==> src/hwfva_pkg.sv <==
// Shared types, constants and float conversion functions for the packed half-width float adder.
`timescale 1ns / 1ps

package hwfva_pkg;

  // Vector geometry.
  localparam int MAX_LANES = 4;
  localparam int DEF_LANES = 4;
  localparam int ELEM_W    = 16;
  localparam int VEC_W     = MAX_LANES * ELEM_W;

  // Pipeline depth: five lane stages plus the merged output register.
  localparam int LANE_STAGES = 5;
  localparam int PIPE_STAGES = LANE_STAGES + 1;

  // Aligned significand: hidden bit, 23 fraction bits, guard, round, sticky.
  localparam int MANT_EXT_W = 27;
  localparam int SUM_W      = MANT_EXT_W + 1;
  localparam int LZ_W       = 5;
  localparam int EXP_W      = 10;

  // Element format codes.
  localparam logic WF_BF16 = 1'b0;
  localparam logic WF_HALF = 1'b1;

  // Single precision constants.
  localparam logic [31:0] BF16_ROUND_ADD = 32'h0000_8000;
  localparam logic [31:0] QNAN_BIT       = 32'h0040_0000;
  localparam logic [31:0] DEFAULT_NAN    = 32'hFFC0_0000;
  localparam logic [30:0] INF_MAG        = 31'h7F80_0000;

  // Control bundle from the pipeline controller to the lanes.
  typedef struct packed {
    logic [PIPE_STAGES-1:0] adv;
    logic                   wire_format;
  } pipe_ctl_t;

  // Exact widening of an IEEE half value to single precision.
  function automatic logic [31:0] half_to_f32(input logic [15:0] h);
    logic       s;
    logic [4:0] e;
    logic [9:0] m;
    logic [7:0] ex;
    logic [9:0] fr;
    logic       found;
    s     = h[15];
    e     = h[14:10];
    m     = h[9:0];
    ex    = 8'd0;
    fr    = 10'd0;
    found = 1'b0;
    if (e == 5'd0) begin
      if (m == 10'd0) return {s, 31'd0};
      // Subnormal: renormalize around the leading one.
      for (int p = 9; p >= 0; p--) begin
        if (!found && m[p]) begin
          found = 1'b1;
          ex    = 8'(103 + p);
          fr    = 10'(m << (10 - p));
        end
      end
      return {s, ex, fr, 13'd0};
    end
    if (e == 5'h1F) return {s, 8'hFF, m, 13'd0};
    return {s, 8'({3'd0, e} + 8'd112), m, 13'd0};
  endfunction

  // Narrowing to IEEE half with round to nearest even.
  function automatic logic [15:0] f32_to_half(input logic [31:0] x);
    logic        s;
    logic [7:0]  ex;
    logic [22:0] m;
    logic [4:0]  e5;
    logic [14:0] val;
    logic [12:0] rem;
    logic [23:0] full;
    logic [4:0]  sh;
    logic [23:0] rem24;
    logic [23:0] half24;
    logic [10:0] sval;
    s  = x[31];
    ex = x[30:23];
    m  = x[22:0];
    if (ex == 8'hFF) begin
      if (m != 23'd0) return {s, 5'h1F, m[22:13] | 10'h200};
      return {s, 5'h1F, 10'd0};
    end
    if (ex == 8'd0) return {s, 15'd0};
    if (ex >= 8'd143) return {s, 5'h1F, 10'd0};
    if (ex >= 8'd113) begin
      e5  = 5'(ex - 8'd112);
      val = {e5, m[22:13]};
      rem = m[12:0];
      if (rem > 13'h1000 || (rem == 13'h1000 && val[0])) val = val + 15'd1;
      return {s, val};
    end
    if (ex < 8'd102) return {s, 15'd0};
    // Result lands in the half subnormal range.
    full   = {1'b1, m};
    sh     = 5'(8'd126 - ex);
    sval   = 11'(full >> sh);
    rem24  = full & ((24'd1 << sh) - 24'd1);
    half24 = 24'd1 << (sh - 5'd1);
    if (rem24 > half24 || (rem24 == half24 && sval[0])) sval = sval + 11'd1;
    return {s, 4'd0, sval};
  endfunction

  // Narrowing to bfloat16: add half an ulp and keep the upper half.
  function automatic logic [15:0] narrow_bf16(input logic [31:0] x);
    logic [31:0] t;
    t = x + BF16_ROUND_ADD;
    return t[31:16];
  endfunction

  // Leading zero count of the unnormalized significand.
  function automatic logic [LZ_W-1:0] clz_ext(input logic [MANT_EXT_W-1:0] v);
    logic [LZ_W-1:0] n;
    logic            found;
    n     = LZ_W'(MANT_EXT_W);
    found = 1'b0;
    for (int i = MANT_EXT_W - 1; i >= 0; i--) begin
      if (!found && v[i]) begin
        found = 1'b1;
        n     = LZ_W'(MANT_EXT_W - 1 - i);
      end
    end
    return n;
  endfunction

endpackage

==> src/hwfva_lane.sv <==
// One lane: five-stage single precision adder with widening and narrowing.
`timescale 1ns / 1ps

module hwfva_lane (
  input  logic                           clk,
  input  hwfva_pkg::pipe_ctl_t           ctl,
  input  logic [hwfva_pkg::ELEM_W-1:0]   acc_elem,
  input  logic [hwfva_pkg::ELEM_W-1:0]   add_elem,
  output logic [hwfva_pkg::ELEM_W-1:0]   sum_elem
);
  import hwfva_pkg::*;

  logic [31:0] a1_r, b1_r;
  logic [31:0] a_w, b_w;

  logic [31:0]           spec2_r, spec_nxt;
  logic                  isspec2_r, isspec_nxt;
  logic                  sign2_r, zsign2_r, sub2_r;
  logic [7:0]            exp2_r;
  logic [MANT_EXT_W-1:0] ml2_r, ms2_r, ms_nxt;
  logic                  swap;
  logic [31:0]           big, lit;
  logic [7:0]            d;
  logic [MANT_EXT_W-1:0] sm;
  logic                  nan_a, nan_b, inf_a, inf_b;

  logic [31:0]      spec3_r;
  logic             isspec3_r, sign3_r, zsign3_r;
  logic [7:0]       exp3_r;
  logic [SUM_W-1:0] sum3_r, sum_nxt;

  logic [31:0]           spec4_r;
  logic                  isspec4_r, sign4_r, zsign4_r, zero4_r;
  logic [MANT_EXT_W-1:0] nm4_r, nm_nxt;
  logic signed [EXP_W-1:0] ne4_r, ne_nxt;
  logic [LZ_W-1:0]       lz;

  logic [31:0]             s5_r, s5_nxt;
  logic                    rup;
  logic [24:0]             rnd;
  logic signed [EXP_W-1:0] er;

  // Stage 1: widen both operands; bfloat16 denormals read as signed zero.
  always_comb begin
    if (ctl.wire_format == WF_HALF) begin
      a_w = half_to_f32(acc_elem);
      b_w = half_to_f32(add_elem);
    end else begin
      a_w = (acc_elem[14:7] == 8'd0) ? {acc_elem[15], 31'd0} : {acc_elem, 16'd0};
      b_w = (add_elem[14:7] == 8'd0) ? {add_elem[15], 31'd0} : {add_elem, 16'd0};
    end
  end

  always_ff @(posedge clk) begin
    if (ctl.adv[0]) begin
      a1_r <= a_w;
      b1_r <= b_w;
    end
  end

  // Stage 2: special operands, order by magnitude and align the smaller one.
  always_comb begin
    nan_a = (a1_r[30:23] == 8'hFF) && (a1_r[22:0] != 23'd0);
    nan_b = (b1_r[30:23] == 8'hFF) && (b1_r[22:0] != 23'd0);
    inf_a = (a1_r[30:0] == INF_MAG);
    inf_b = (b1_r[30:0] == INF_MAG);
    isspec_nxt = nan_a | nan_b | inf_a | inf_b;
    if (nan_a) spec_nxt = a1_r | QNAN_BIT;
    else if (nan_b) spec_nxt = b1_r | QNAN_BIT;
    else if (inf_a && inf_b && a1_r != b1_r) spec_nxt = DEFAULT_NAN;
    else if (inf_a) spec_nxt = a1_r;
    else spec_nxt = b1_r;

    swap = b1_r[30:0] > a1_r[30:0];
    big  = swap ? b1_r : a1_r;
    lit  = swap ? a1_r : b1_r;
    d    = big[30:23] - lit[30:23];
    sm   = {(lit[30:23] != 8'd0), lit[22:0], 3'b000};
    if (d >= 8'(MANT_EXT_W)) begin
      ms_nxt = {{(MANT_EXT_W-1){1'b0}}, |sm};
    end else begin
      ms_nxt = (sm >> d) |
               {{(MANT_EXT_W-1){1'b0}}, |(sm & ~({MANT_EXT_W{1'b1}} << d))};
    end
  end

  always_ff @(posedge clk) begin
    if (ctl.adv[1]) begin
      spec2_r   <= spec_nxt;
      isspec2_r <= isspec_nxt;
      sign2_r   <= big[31];
      zsign2_r  <= a1_r[31] & b1_r[31];
      sub2_r    <= a1_r[31] ^ b1_r[31];
      exp2_r    <= big[30:23];
      ml2_r     <= {(big[30:23] != 8'd0), big[22:0], 3'b000};
      ms2_r     <= ms_nxt;
    end
  end

  // Stage 3: magnitude add or subtract.
  always_comb begin
    if (sub2_r) sum_nxt = {1'b0, ml2_r} - {1'b0, ms2_r};
    else        sum_nxt = {1'b0, ml2_r} + {1'b0, ms2_r};
  end

  always_ff @(posedge clk) begin
    if (ctl.adv[2]) begin
      spec3_r   <= spec2_r;
      isspec3_r <= isspec2_r;
      sign3_r   <= sign2_r;
      zsign3_r  <= zsign2_r;
      exp3_r    <= exp2_r;
      sum3_r    <= sum_nxt;
    end
  end

  // Stage 4: normalize so the leading one sits at the top of the significand.
  always_comb begin
    lz = clz_ext(sum3_r[MANT_EXT_W-1:0]);
    if (sum3_r[SUM_W-1]) begin
      nm_nxt = {sum3_r[SUM_W-1:2], sum3_r[1] | sum3_r[0]};
      ne_nxt = $signed({2'b00, exp3_r}) + 10'sd1;
    end else begin
      nm_nxt = sum3_r[MANT_EXT_W-1:0] << lz;
      ne_nxt = $signed({2'b00, exp3_r}) - $signed({5'd0, lz});
    end
  end

  always_ff @(posedge clk) begin
    if (ctl.adv[3]) begin
      spec4_r   <= spec3_r;
      isspec4_r <= isspec3_r;
      sign4_r   <= sign3_r;
      zsign4_r  <= zsign3_r;
      zero4_r   <= (sum3_r == '0);
      nm4_r     <= nm_nxt;
      ne4_r     <= ne_nxt;
    end
  end

  // Stage 5: round to nearest even, flush tiny sums, saturate to infinity.
  always_comb begin
    rup = nm4_r[2] & (nm4_r[1] | nm4_r[0] | nm4_r[3]);
    rnd = {1'b0, nm4_r[MANT_EXT_W-1:3]} + {24'd0, rup};
    er  = ne4_r + $signed({9'd0, rnd[24]});
    if (isspec4_r) s5_nxt = spec4_r;
    else if (zero4_r) s5_nxt = {zsign4_r, 31'd0};
    else if (ne4_r <= 10'sd0) s5_nxt = {sign4_r, 31'd0};
    else if (er >= 10'sd255) s5_nxt = {sign4_r, INF_MAG};
    else s5_nxt = {sign4_r, er[7:0], rnd[22:0]};
  end

  always_ff @(posedge clk) begin
    if (ctl.adv[4]) begin
      s5_r <= s5_nxt;
    end
  end

  // Narrow back to the element format; registered in the merge stage.
  assign sum_elem = (ctl.wire_format == WF_HALF) ? f32_to_half(s5_r) : narrow_bf16(s5_r);

endmodule

==> src/hwfva_ctrl.sv <==
// Pipeline controller: per-stage valid bits, advance chain, flag pipe and format register.
`timescale 1ns / 1ps

module hwfva_ctrl (
  input  logic                 clk,
  input  logic                 rst_n,
  input  logic                 in_valid,
  input  logic                 in_last,
  output logic                 in_stall,
  input  logic                 out_stall,
  output logic                 out_valid,
  output logic                 out_last,
  input  logic                 cfg_wr_en,
  input  logic                 cfg_wr_data,
  output hwfva_pkg::pipe_ctl_t ctl
);
  import hwfva_pkg::*;

  logic [PIPE_STAGES-1:0] vld_r, vld_nxt;
  logic [PIPE_STAGES-1:0] last_r;
  logic [PIPE_STAGES-1:0] adv;
  logic                   wire_format_r;

  // A stage may load when it is empty or its beat moves on.
  always_comb begin
    adv[PIPE_STAGES-1] = !vld_r[PIPE_STAGES-1] || !out_stall;
    for (int k = PIPE_STAGES - 2; k >= 0; k--) begin
      adv[k] = !vld_r[k] || adv[k+1];
    end
  end

  // Valid bits follow their beats down the pipe.
  always_comb begin
    vld_nxt[0] = adv[0] ? in_valid : vld_r[0];
    for (int k = 1; k < PIPE_STAGES; k++) begin
      vld_nxt[k] = adv[k] ? vld_r[k-1] : vld_r[k];
    end
  end

  always_ff @(posedge clk) begin
    if (!rst_n) begin
      vld_r         <= '0;
      wire_format_r <= WF_BF16;
    end else begin
      vld_r <= vld_nxt;
      if (cfg_wr_en) begin
        wire_format_r <= cfg_wr_data;
      end
    end
  end

  // Chunk-end flag rides alongside the lane data.
  always_ff @(posedge clk) begin
    if (adv[0]) begin
      last_r[0] <= in_last;
    end
    for (int k = 1; k < PIPE_STAGES; k++) begin
      if (adv[k]) begin
        last_r[k] <= last_r[k-1];
      end
    end
  end

  assign in_stall        = !adv[0];
  assign out_valid       = vld_r[PIPE_STAGES-1];
  assign out_last        = last_r[PIPE_STAGES-1];
  assign ctl.adv         = adv;
  assign ctl.wire_format = wire_format_r;

  // An empty output stage never holds off the input.
  a_no_stall_when_drained: assert property (@(posedge clk) disable iff (!rst_n)
    !vld_r[PIPE_STAGES-1] |-> !in_stall)
    else $error("input stalled while output stage is empty");

  // An accepted beat occupies the first stage.
  a_accept_lands: assert property (@(posedge clk) disable iff (!rst_n)
    (in_valid && !in_stall) |=> vld_r[0])
    else $error("accepted beat lost at pipeline entry");

  // A stalled result stays in the output stage.
  a_out_hold: assert property (@(posedge clk) disable iff (!rst_n)
    (vld_r[PIPE_STAGES-1] && out_stall) |=> (vld_r[PIPE_STAGES-1] && $stable(out_last)))
    else $error("stalled result dropped");

  // Format writes take effect on the next cycle.
  a_cfg_write: assert property (@(posedge clk) disable iff (!rst_n)
    cfg_wr_en |=> (wire_format_r == $past(cfg_wr_data)))
    else $error("format register write lost");

endmodule

==> src/half_width_float_vector_add.sv <==
// Top level: packed half-width float vector adder with lanes and merged output register.
`timescale 1ns / 1ps

// Adds two packed vectors of 16-bit floats lane by lane, bfloat16 or IEEE half as set by
// the one-bit format register (0 bfloat16, 1 half; reset 0), which must be written by the
// user only while the block is idle; the block itself does not enforce this. Each lane
// widens its operands to single precision, adds them with round to nearest even and
// narrows the sum: bfloat16 flushes denormals and narrows with ties away from zero, half
// narrows with round to nearest even. One vector is accepted every cycle unless in_stall
// is high; a result appears after its beat passes the five adder stages of each lane
// and the output register that merges the lanes. Lanes at and above LANES return zero.
module half_width_float_vector_add #(
  parameter int LANES = hwfva_pkg::DEF_LANES
) (
  input  logic                          clk,
  input  logic                          rst_n,
  input  logic                          in_valid,
  output logic                          in_stall,
  input  logic [hwfva_pkg::VEC_W-1:0]   in_acc_lanes,
  input  logic [hwfva_pkg::VEC_W-1:0]   in_add_lanes,
  input  logic                          in_last,
  output logic                          out_valid,
  input  logic                          out_stall,
  output logic [hwfva_pkg::VEC_W-1:0]   out_sum_lanes,
  output logic                          out_last_out,
  input  logic                          cfg_wr_en,
  input  logic                          cfg_wr_data
);
  import hwfva_pkg::*;

  pipe_ctl_t                           ctl;
  logic [MAX_LANES-1:0][ELEM_W-1:0]    lane_sum;
  logic [VEC_W-1:0]                    sum_r;

  hwfva_ctrl u_ctrl (
    .clk         (clk),
    .rst_n       (rst_n),
    .in_valid    (in_valid),
    .in_last     (in_last),
    .in_stall    (in_stall),
    .out_stall   (out_stall),
    .out_valid   (out_valid),
    .out_last    (out_last_out),
    .cfg_wr_en   (cfg_wr_en),
    .cfg_wr_data (cfg_wr_data),
    .ctl         (ctl)
  );

  // One adder per active lane; unused lanes read as zero.
  for (genvar i = 0; i < MAX_LANES; i++) begin : g_lane
    if (i < LANES) begin : g_on
      hwfva_lane u_lane (
        .clk      (clk),
        .ctl      (ctl),
        .acc_elem (in_acc_lanes[i*ELEM_W +: ELEM_W]),
        .add_elem (in_add_lanes[i*ELEM_W +: ELEM_W]),
        .sum_elem (lane_sum[i])
      );
    end else begin : g_off
      assign lane_sum[i] = '0;
    end
  end

  // Merge stage: gather the lane sums into the output register.
  always_ff @(posedge clk) begin
    if (ctl.adv[PIPE_STAGES-1]) begin
      sum_r <= lane_sum;
    end
  end

  assign out_sum_lanes = sum_r;

endmodule

==> config.mk <==
export PLATFORM = sky130hd
export DESIGN_NAME = half_width_float_vector_add
export DESIGN_NICKNAME = d
export VERILOG_FILES = /design/src/hwfva_pkg.sv /design/src/hwfva_lane.sv /design/src/hwfva_ctrl.sv /design/src/half_width_float_vector_add.sv
export SDC_FILE = /design/constraint.sdc
export NUM_CORES = 2
export LEC_CHECK = 0
export BUFFER_PORTS_ARGS = -buffer_cell sky130_fd_sc_hd__buf_2
export CORE_UTILIZATION = 35
export CTS_CLUSTER_SIZE = 8
export DETAILED_ROUTE_END_ITERATION = 8
export GPL_TIMING_DRIVEN = 0
export PLACE_DENSITY = 0.46
export SETUP_SLACK_MARGIN = 0.4
export SLEW_MARGIN = 20
export SYNTH_ARGS = -nofsm -noshare
export SYNTH_HDL_FRONTEND = slang
export SYNTH_HIERARCHICAL = 1
export SYNTH_SLANG_ARGS = --single-unit
==> constraint.sdc <==
create_clock -name clk -period 11.7 [get_ports clk]
set_input_delay 1.17 -clock clk [delete_from_list [all_inputs] [get_ports clk]]
set_output_delay 1.17 -clock clk [all_outputs]
set_load 0.02 [all_outputs]
==> impl_metrics.toml <==
[die]
dieArea_sq_mm = 0.236
dieHeight_um = 486
initial_utilization = 0.352
core_area_sq_mm = 0.233
fp-row-count = 177
io-pin-count = 202
die_x_um = 486

[setup_path]
cp-end-kind = "register"
ff2ff_path_depth = 25
arrival_ns = 8.77
start_kind = "register"
cp_num_buf_inv = 7
worstSetupPathType = "register to register"
worstPathRequired_ns = 12.23
crit_cells = 25
cpMaxStageDelayCell = "buf_1"
critPathMaxFanout = 13
timing.reg2reg.setup_slack_ns = 3.45
cpMostUsedCell = "clkbuf_1"
slowest_delay_ns = 0.63
critPathTopFamily = "simple AND/OR/NAND/NOR gates"

[detailed_routing]
viasPerCell = 5.76
route.vias.total = 71600
drt_iter0_drc = 6178
first_pass_iters = 6
drc = 0
final_antenna_net_count = 0
avgRoutedWirePerCell_um = 22.7
wl_um = 281000

[final_layout]
final_cell_count_no_fill = 12400
drive_above_1_share = 0.0866
area.sequential_sq_mm = 0.0331
layout.nets = 9823
syn2layout_area_growth_pct = 11.9
fillCellCount = 23200
multi_input_area_sq_mm = 0.0453

[run]
drv_cap = 0

[logic_synthesis]
syn_inst = 8961
synth_common_cells = "1,098 x edfxtp_1, 1,081 x nand2_1, 813 x nor2_1"
async_flop_share = 0
syn-num-nets = 9464
synth.cell_area_sq_mm = 0.0819
synth-seq-cells = 1105
yosys-top-cells-area = "edfxtp_1 40%, ha_1 5.5%, nand2_1 5.0%"
ys_warn_count = 6
ys_types = 120
synth_edf_count = 1098
synth_flop_cell = "edfxtp_1"
yosysSeqAreaShare = 0.404
yosysMostFrequentCell = "edfxtp_1"
syn_area_per_cell_sq_um = 9.14
yosys.area.top_type = "edfxtp_1"
synth_top_area_share = 0.403

[cts]
cts_resized = 0
cts.path.max_buffers = 3
cts_tree = "yes"
postCtsHoldBufs = 0
clock_latency_ns = 0.82
postCtsSetupBuffers = 0
cts_buffers = 163
cts.clk_slew.worst_paths_ns = 0.05
root_buffer = "clkbuf_16"
htree_levels = 4
cts.sinks = 1105

[grt]
grt_pass1_vias = 69900
grt_pass1_wl_um = 430000
grt_overflow_total = 0
antenna_found_initial = 15
globalRouteTotalUtil = 0.232
grt_max_degree = 102

[pwr]
leakage_nw = 34.8
ir_drop_uv = 142
power_density_mw_per_mm2 = 257

[place]
dp_slack_ns = 3.56
gp_congestion = 0.937
dp_cells = 12200
dp_hpwl_um = 217000
io_buffers = 179

[timing]
setup_viol = 0
maxSlewViolCount = 0
rsz0062_at_grt = "no"
layout_min_cycle_time_ns = 8.25
hold_violations = 0
max_clock_freq_ghz = 0.121
max-slew-margin-rel = 0.195
fin_crit_sh = 0.705
worst_pin_slew_ns = 1.20
fin_worst_skew_ns = 0.0372
setup_slack_ns = 3.45

[min_path]
whs_path_depth = 0
hold_path.class = "register to register"

[outcome]
status = "finished clean"
registers in the layout, summed over array words and instances, names as in the netlist, 6 cells and up:
register,cells
g_lane.g_on.u_lane/s5_r,128
g_lane.g_on.u_lane/sum3_r,112
g_lane.g_on.u_lane/ms2_r,108
g_lane.g_on.u_lane/nm4_r,108
g_lane.g_on.u_lane/a1_r,76
g_lane.g_on.u_lane/b1_r,76
g_lane.g_on.u_lane/spec2_r,76
g_lane.g_on.u_lane/spec3_r,76
g_lane.g_on.u_lane/spec4_r,76
out_sum_lanes,64
g_lane.g_on.u_lane/ml2_r,44
g_lane.g_on.u_lane/ne4_r,40
g_lane.g_on.u_lane/exp2_r,32
g_lane.g_on.u_lane/exp3_r,32
u_ctrl/last_r,6
u_ctrl/vld_r,6
routing by layer:
metal | part of all wire | wire length (um) | vias up | GRT usage
met5 | 0 | 0 | - | 0
met4 | 0.023 | 6430 | 0 | 0.0648
met3 | 0.053 | 15000 | 372 | 0.0288
met2 | 0.47 | 132000 | 2315 | 0.383
met1 | 0.45 | 128000 | 34900 | 0.317
li1 | - | - | 34000 | -
worst register-to-register path, stage by stage, from the launching register on:
cell	delay, ns
edfxtp_1	0.50
clkbuf_1	0.25
inv_2	0.20
buf_1	0.63
ha_1	0.28
clkbuf_1	0.47
buf_2	0.40
buf_2	0.33
nor3b_1	0.22
a21oi_1	0.06
mux2i_1	0.21
xnor2_1	0.20
nor2b_1	0.21
clkbuf_1	0.30
nand3_1	0.13
ha_1	0.34
nand4_1	0.08
or3_1	0.43
or4_1	0.56
nor2_1	0.30
a21boi_0	0.47
o311ai_0	0.42
or2_2	0.41
nor4_1	0.28
xnor2_1	0.17
o21ai_0	0.11
path summary, 6_finish.rpt:
check	from	endpoint
max	g_lane[3].g_on.u_lane/s5_r[23]	out_sum_lanes[56]
min	g_lane[1].g_on.u_lane/spec2_r[25]	g_lane[1].g_on.u_lane/spec3_r[25]
max reg2reg	g_lane[3].g_on.u_lane/s5_r[23]	out_sum_lanes[56]
min reg2reg	g_lane[1].g_on.u_lane/spec2_r[25]	g_lane[1].g_on.u_lane/spec3_r[25]
layout make-up:
cell class / instances / area share
multi-input combinational: 6951 / 0.494
sequential: 1105 / 0.361
clock buffer: 188 / 0.0462
tap: 3043 / 0.0415
buffer: 541 / 0.0244
inverter: 364 / 0.0151
timing repair buffer: 194 / 0.0140
clock inverter: 29 / 0.00377
antenna: 7 / 0.000191
cells by family after synthesis:
family                   synth area share
buffers and inverters              0.0440
AO/OA/AOI/OAI                       0.190
flip-flops                          0.404
multiplexers                       0.0727
AND/OR/NAND/NOR                     0.186
adder cells (fa/ha/maj)            0.0569
XOR/XNOR                           0.0461
where the power goes:
part	switching, mW	total (mW)	leakage, nW	internal (mW)
registers	1.09	6.67	12.1	5.58
logic	7.86	12.5	20.5	4.69
clock network	1.75	4.33	2.24	2.58
total	10.7	23.5	34.8	12.8
per-stage QoR:
step | hold WS (ns) | util | power, mW | instance area (sq um) | TNS, ns
final | 0.399 | 0.394 | 23.5 | 91700 | 0
after global routing | 0.404 | 0.394 | 25.1 | 91700 | 0
after CTS | 0.398 | 0.394 | 23.5 | 91700 | 0
after detailed placement | 0.405 | 0.374 | 19.0 | 87100 | 0
after global placement | 0.400 | 0.372 | 19.0 | 86600 | -13.91
after floorplan | 0.400 | - | 15.1 | 81900 | 0
placed cells by master, fill, tap and decap left out, drive strengths merged, types with 96 or more instances in the layout:
| cell | synthesis | routed |
|---|---|---|
| a21oi | 599 | 599 |
| a31oi | 97 | 97 |
| and3 | 131 | 131 |
| buf | 113 | 307 |
| clkbuf | 428 | 616 |
| edfxtp | 1098 | 1098 |
| ha | 360 | 360 |
| inv | 354 | 362 |
| mux2 | 117 | 117 |
| mux2i | 337 | 337 |
| nand2 | 1084 | 1084 |
| nand3 | 297 | 297 |
| nand4 | 101 | 101 |
| nor2 | 819 | 819 |
| nor3 | 204 | 204 |
| nor4 | 106 | 106 |
| o211ai | 101 | 101 |
| o21a | 96 | 96 |
| o21ai | 655 | 655 |
| xnor2 | 284 | 284 |
| xor2 | 145 | 145 |
Note: power is estimated with default switching activity, not from simulation.
